`src/rtl/bme_pkg.sv`:
```
package bme_pkg;

    // Bound codes
    localparam logic signed [31:0] INFINITY   = 32'sh7FFF_FFFF;
    localparam logic signed [31:0] MAX_FINITE = 32'sh7FFF_FFFE;

    // Configuration register indexes
    localparam logic CFG_BINARY_MODE = 1'b0;
    localparam logic CFG_EPSILON     = 1'b1;

    // Item actions
    localparam logic ACT_SCAN  = 1'b0;
    localparam logic ACT_APPLY = 1'b1;

    // Apply item held between the product stage and the add stage
    typedef struct packed {
        logic signed [31:0] reference_bound;
        logic signed [31:0] own_bound;
        logic        [30:0] delta;
        logic               delta_sat;
    } bme_item_t;

    // Enlarged bound leaving the add stage
    typedef struct packed {
        logic signed [31:0] result_bound;
        logic               saturated;
    } bme_result_t;

endpackage

```
`src/rtl/bound_matrix_epsilon_enlarge.sv`:
```
// An accepted apply transaction passes the stage 1, stage 2 and result registers to the output.
// Throughput: one transaction per cycle while out_stall is low; scan transactions give no
// result and leave the pipe after the first stage, where the running maximum is updated.
// The delta product is registered ahead of the add stage.
// Reset: asynchronous, active low; clears the maximum, both configuration registers
// and all valid flags.
module bound_matrix_epsilon_enlarge
    import bme_pkg::*;
(
    input  logic               clk,
    input  logic               rst_n,
    input  logic               cfg_we,
    input  logic               cfg_index,
    input  logic        [23:0] cfg_data,
    input  logic               in_valid,
    output logic               in_stall,
    input  logic               action,
    input  logic               first_of_pass,
    input  logic signed [31:0] reference_bound,
    input  logic signed [31:0] own_bound,
    output logic               out_valid,
    input  logic               out_stall,
    output logic signed [31:0] result_bound,
    output logic               saturated
);

    logic               binary_mode_reg;
    logic        [23:0] epsilon_reg;
    logic        [30:0] max_abs_reg;
    logic        [30:0] max_abs_next;

    logic               valid1_reg;
    logic               action1_reg;
    logic               first1_reg;
    logic signed [31:0] ref1_reg;
    logic signed [31:0] own1_reg;

    logic               valid2_reg;
    bme_item_t          item2_reg;
    bme_item_t          item2_next;

    logic               out_valid_reg;
    bme_result_t        result_reg;
    bme_result_t        result_next;

    logic               adv_out;
    logic               adv2;
    logic               adv1;
    logic        [31:0] mag;
    logic        [30:0] mag_clip;
    logic        [30:0] max_base;
    logic        [54:0] prod;

    // Stage handshake: each stage moves when the one after it is free
    assign adv_out  = !out_valid_reg || !out_stall;
    assign adv2     = !valid2_reg || adv_out;
    assign adv1     = !valid1_reg || (action1_reg == ACT_SCAN) || adv2;
    assign in_stall = !adv1;

    // Configuration registers
    always_ff @(posedge clk or negedge rst_n)
    begin
        if (!rst_n)
        begin
            binary_mode_reg <= 1'b0;
            epsilon_reg     <= '0;
        end
        else if (cfg_we)
        begin
            unique case (cfg_index)
                CFG_BINARY_MODE: binary_mode_reg <= cfg_data[0];
                CFG_EPSILON:     epsilon_reg     <= cfg_data;
                default:         ;
            endcase
        end
    end

    // Stage 1: hold the accepted transaction
    always_ff @(posedge clk or negedge rst_n)
    begin
        if (!rst_n)
            valid1_reg <= 1'b0;
        else if (adv1)
            valid1_reg <= in_valid;
    end

    always_ff @(posedge clk)
    begin
        if (adv1 && in_valid)
        begin
            action1_reg <= action;
            first1_reg  <= first_of_pass;
            ref1_reg    <= reference_bound;
            own1_reg    <= own_bound;
        end
    end

    // Running maximum of magnitude; the first scan of a pass starts from zero
    always_comb
    begin
        mag          = ref1_reg[31] ? 32'(-ref1_reg) : ref1_reg;
        mag_clip     = mag[31] ? 31'h7FFF_FFFF : mag[30:0];
        max_base     = first1_reg ? 31'd0 : max_abs_reg;
        max_abs_next = max_abs_reg;
        if (valid1_reg && (action1_reg == ACT_SCAN))
        begin
            if (ref1_reg == INFINITY)
                max_abs_next = max_base;
            else
                max_abs_next = (mag_clip > max_base) ? mag_clip : max_base;
        end
    end

    always_ff @(posedge clk or negedge rst_n)
    begin
        if (!rst_n)
            max_abs_reg <= '0;
        else
            max_abs_reg <= max_abs_next;
    end

    // Delta product from the maximum left by all earlier scans
    always_comb
    begin
        prod                       = 55'(max_abs_reg) * 55'(epsilon_reg);
        item2_next.reference_bound = ref1_reg;
        item2_next.own_bound       = own1_reg;
        item2_next.delta_sat       = |prod[54:47];
        item2_next.delta           = item2_next.delta_sat ? 31'h7FFF_FFFF : prod[46:16];
    end

    // Stage 2: hold apply transactions only, drop scans
    always_ff @(posedge clk or negedge rst_n)
    begin
        if (!rst_n)
            valid2_reg <= 1'b0;
        else if (adv2)
            valid2_reg <= valid1_reg && (action1_reg == ACT_APPLY);
    end

    always_ff @(posedge clk)
    begin
        if (adv2 && valid1_reg && (action1_reg == ACT_APPLY))
            item2_reg <= item2_next;
    end

    // Add and clip
    bme_enlarge u_enlarge
    (
        .binary_mode (binary_mode_reg),
        .item        (item2_reg),
        .result      (result_next)
    );

    // Result register
    always_ff @(posedge clk or negedge rst_n)
    begin
        if (!rst_n)
            out_valid_reg <= 1'b0;
        else if (adv_out)
            out_valid_reg <= valid2_reg;
    end

    always_ff @(posedge clk)
    begin
        if (adv_out && valid2_reg)
            result_reg <= result_next;
    end

    assign out_valid    = out_valid_reg;
    assign result_bound = result_reg.result_bound;
    assign saturated    = result_reg.saturated;

endmodule

```
`src/rtl/bme_enlarge.sv`:
```
module bme_enlarge
    import bme_pkg::*;
(
    input  logic        binary_mode,
    input  bme_item_t   item,
    output bme_result_t result
);

    logic               use_delta;
    logic signed [32:0] sum;

    // Pick between the delta path and the unchanged own bound
    assign use_delta = !binary_mode || (item.own_bound < item.reference_bound);
    assign sum = 33'(item.reference_bound) + $signed({2'b00, item.delta});

    // Infinity stays infinite; clip sums above the largest finite code
    always_comb
    begin
        priority if (!use_delta)
        begin
            result.result_bound = item.own_bound;
            result.saturated    = 1'b0;
        end
        else if (item.reference_bound == INFINITY)
        begin
            result.result_bound = INFINITY;
            result.saturated    = 1'b0;
        end
        else if (sum > 33'(MAX_FINITE))
        begin
            result.result_bound = MAX_FINITE;
            result.saturated    = 1'b1;
        end
        else
        begin
            result.result_bound = sum[31:0];
            result.saturated    = item.delta_sat;
        end
    end

endmodule
```
`config.mk`:
```
export PLATFORM = sky130hd
export DESIGN_NAME = bound_matrix_epsilon_enlarge
export DESIGN_NICKNAME = d
export VERILOG_FILES = /design/src/rtl/bme_pkg.sv /design/src/rtl/bound_matrix_epsilon_enlarge.sv /design/src/rtl/bme_enlarge.sv
export SDC_FILE = /design/constraint.sdc
export NUM_CORES = 2
export LEC_CHECK = 0
export BUFFER_PORTS_ARGS = -buffer_cell sky130_fd_sc_hd__buf_2
export CORE_UTILIZATION = 40
export CTS_CLUSTER_SIZE = 8
export DETAILED_ROUTE_END_ITERATION = 8
export GPL_TIMING_DRIVEN = 0
export PLACE_DENSITY = 0.59
export SLEW_MARGIN = 10
export SYNTH_ARGS = -nofsm -noshare
export SYNTH_HDL_FRONTEND = slang
export SYNTH_HIERARCHICAL = 1
export SYNTH_SLANG_ARGS = --single-unit
```
`constraint.sdc`:
```
create_clock -name clk -period 8.15 [get_ports clk]
set_input_delay 0.815 -clock clk [delete_from_list [all_inputs] [get_ports clk]]
set_output_delay 0.815 -clock clk [all_outputs]
set_load 0.01 [all_outputs]
```
==> metrics <==
Mapped Cells 3,934; Largest delay share family, worst path adder cells; Synth cell types 96; number of warnings reported in the yosys synthesis log 6; Vias/cell 5.34; final critical-path share of the clock period 98.5%; Peak Freq 0.125 GHz; async set-or-reset flop fraction in the synthesized netlist 23.2%; initial antenna violation count 9; worst clock skew 0.0411 ns; largest cells by area after synthesis sky130_fd_sc_hd__fa_1 (34%), sky130_fd_sc_hd__edfxtp_1 (16%), sky130_fd_sc_hd__ha_1 (9.0%); H-tree level count 2; routability-driven placement congestion ratio 0.965; via count of the routed design 29,000; sequential element share of the synthesized area 19.4%; Port Buf Inserts 130; Remaining Overflow, GRT 0; Starting Density 40.4%; number of core rows 112; top-area cell type share of the netlist area 33.7%; largest fanout on the critical path 10; Reg2Reg Launch Point max_abs_reg[19]; via count of the first global-routing pass 29,200; filler instances 9,060; Root Buffer sky130_fd_sc_hd__clkbuf_16; Final HPWL DP 104,000 um; final routed wirelength across all metal layers 127,000 um; Post-Syn Area per Cell 9.60 um2; Crit path arrival time 8.31 ns; wire length of the first global-routing pass 188,000 um; Top Ports 131; flip-flop and latch count after synthesis 254; Largest register FFs 96; synthesized area 37,700 um2; Critical Path Sink Type flop; number of buffers between clock root and the deepest sink 3; Final Hold Vio Count 0; remaining design rule violation count 0; Register-to-Register Setup Slack 0.12 ns; final hold slack 0.120 ns; area taken by multi-input logic gates 27,300 um2; Mapped Nets 4,938; count of pins over their slew limit 0; number of DRC markers after the initial detailed-route iteration 2,606; path class of the lowest-slack min-delay path in2async; Die Y 309 um; capture instance of the worst register-to-register path item2_reg[30]; total CTS buffers 39; final-report setup violation count 0; maximum single-stage delay on the critical path 0.58 ns; routed len/inst 23.3 um; kind of start point of the critical path flop; hold bufs inserted after CTS 0; classification of the worst setup path reg2reg; slew at the pin closest to its max-slew limit 0.971 ns; area of the placeable core 93,500 um2; data required time of the worst path 8.43 ns; Skew-Pair Late Insertion Delay 0.59 ns; CTS tree done; post-route ant nets 0; number of cells traversed by the worst register-to-register path 25; Period minus WS final 8.03 ns; Post-synth EDFFs 195; width of the die 309 um; CP most frequent cell sky130_fd_sc_hd__fa_1; worst-path cell with the longest stage delay sky130_fd_sc_hd__fa_1; maxcap violations 0; area of all sequential standard cells 7370 um2; pin count of the biggest net entering global routing 43; critical path buffer and inverter count 8; largest area contributor in the synthesized netlist sky130_fd_sc_hd__fa_1; result of the run finished clean; total iterations of the first detailed-routing run 5; Final TNS setup 0 ns; clock slew at the register clock pins of the worst setup and hold paths 0.05 ns; setup repair after global routing missed its margin yes; Final #Nets 5,145; die area 95,600 um2; area grow syn2layout 12.6%; main flop type after synthesis sky130_fd_sc_hd__edfxtp_1; GRT Total Usage 27.1%; clock tree sinks 254; Slew Limit Headroom 35.3%; share of cells above drive strength 1 13.2%
==> cell usage after synthesis, drive strengths merged, types with 9 or more instances <==
library cell / n
o21a: 21
or3: 13
a31oi: 21
o21bai: 9
edfxtp: 195
ha: 272
o211ai: 23
a211oi: 14
nor2: 90
a21o: 31
mux2: 56
or4: 9
nand2: 470
nor2b: 11
xnor2: 28
and2: 454
nand2b: 41
nand4: 52
xor2: 53
nor3: 18
o21ai: 99
buf: 21
dfrtp: 59
a21oi: 140
clkbuf: 170
nor4: 21
o22ai: 21
nand3: 50
fa: 636
inv: 731
o31ai: 10
and3: 14
==> area by class of cell <==
class,count,area share (%)
Clock buffer,64,2.56
Inverter,731,6.45
Antenna cell,5,0.0294
Sequential cell,254,17.3
Tap cell,1254,3.69
Clock inverter,6,0.233
Buffer,181,2.81
Timing Repair Buffer,176,2.70
Multi-Input combinational cell,2758,64.2
==> through the flow <==
step | setup WS [ns] | area, um2 | cells | util [%]
final | 0.119 | 42500 | 5429 | 45.5
after global routing | -0.0117 | 42500 | 5425 | 45.5
after CTS | 0.000631 | 41900 | 5399 | 44.9
after detailed placement | -2.24 | 40200 | 5326 | 43.0
after global placement | -2.30 | 40000 | 5318 | 42.8
after floorplan | 0.944 | 37800 | 3934 | -
==> per-layer routing <==
metal | vias to the layer above | routed length (um) | GRT usage, %
li1 | 12900 | - | -
met1 | 14700 | 54100 | 37.9
met2 | 1115 | 56300 | 41.4
met3 | 241 | 10800 | 5.16
met4 | 6 | 5370 | 10.3
met5 | - | 39 | 0
==> cells by family (layout without fill, tap and decap cells) <==
kind of cell	Yosys count	in the layout	synth area share, %
AO/OA/AOI/OAI	442	442	7.39
XOR/XNOR	81	81	1.88
adder cells (fa/ha/maj)	908	908	42.7
buffers and inverters	922	1158	9.27
flip-flops	254	254	19.4
multiplexers	60	60	1.78
other	0	5	0
AND/OR/NAND/NOR	1267	1267	17.5
==> cell usage in the layout, fill, tap and decap left out, types with 14 or more instances in the layout <==
cell type	Yosys	final
sky130_fd_sc_hd__ha_1	272	258
sky130_fd_sc_hd__nor3_1	17	15
sky130_fd_sc_hd__o22ai_1	21	21
sky130_fd_sc_hd__clkbuf_16	0	39
sky130_fd_sc_hd__xor2_1	53	53
sky130_fd_sc_hd__buf_2	16	161
sky130_fd_sc_hd__o21ai_1	9	16
sky130_fd_sc_hd__dfrtp_2	0	28
sky130_fd_sc_hd__clkbuf_2	1	36
sky130_fd_sc_hd__nand2b_1	41	41
sky130_fd_sc_hd__buf_4	1	72
sky130_fd_sc_hd__and2_1	454	454
sky130_fd_sc_hd__nor2_1	89	84
sky130_fd_sc_hd__o211ai_1	21	21
sky130_fd_sc_hd__and3_1	14	14
sky130_fd_sc_hd__nand4_1	51	51
sky130_fd_sc_hd__clkbuf_4	0	27
sky130_fd_sc_hd__clkbuf_1	169	49
sky130_fd_sc_hd__a21oi_1	137	128
sky130_fd_sc_hd__nand3_1	49	49
sky130_fd_sc_hd__dfrtp_1	59	30
sky130_fd_sc_hd__mux2_2	53	53
sky130_fd_sc_hd__o21a_1	20	20
sky130_fd_sc_hd__a21o_1	31	31
sky130_fd_sc_hd__xnor2_1	28	28
sky130_fd_sc_hd__inv_1	731	731
sky130_fd_sc_hd__edfxtp_1	195	195
sky130_fd_sc_hd__nor4_1	18	16
sky130_fd_sc_hd__o21ai_0	88	79
sky130_fd_sc_hd__fa_1	636	630
sky130_fd_sc_hd__nand2_1	466	464
sky130_fd_sc_hd__buf_6	2	18
sky130_fd_sc_hd__a31oi_1	21	20
==> worst max-delay path by stage <==
stage,from,to,slack (ns),cells after the start
2_1_floorplan,max_abs_reg[10],item2_reg[3],0.94,25
3_3_place_gp,max_abs_reg[19],item2_reg[30],-2.30,23
3_5_place_dp,max_abs_reg[19],item2_reg[30],-2.24,23
4_1_cts,max_abs_reg[22],item2_reg[30],0.0006,25
5_1_grt,epsilon_reg[7],item2_reg[29],-0.01,23
6_report,max_abs_reg[19],item2_reg[30],0.12,25
==> what timing repair did <==
action	4_1_cts	5_1_grt
gates resized for setup	233	226
setup buffers	8	30
pin swaps	6	13
setup endpoints to repair	32	32
Power is not shown: default switching activity piles up to over one toggle a cycle in this logic, so the estimate is an artifact.
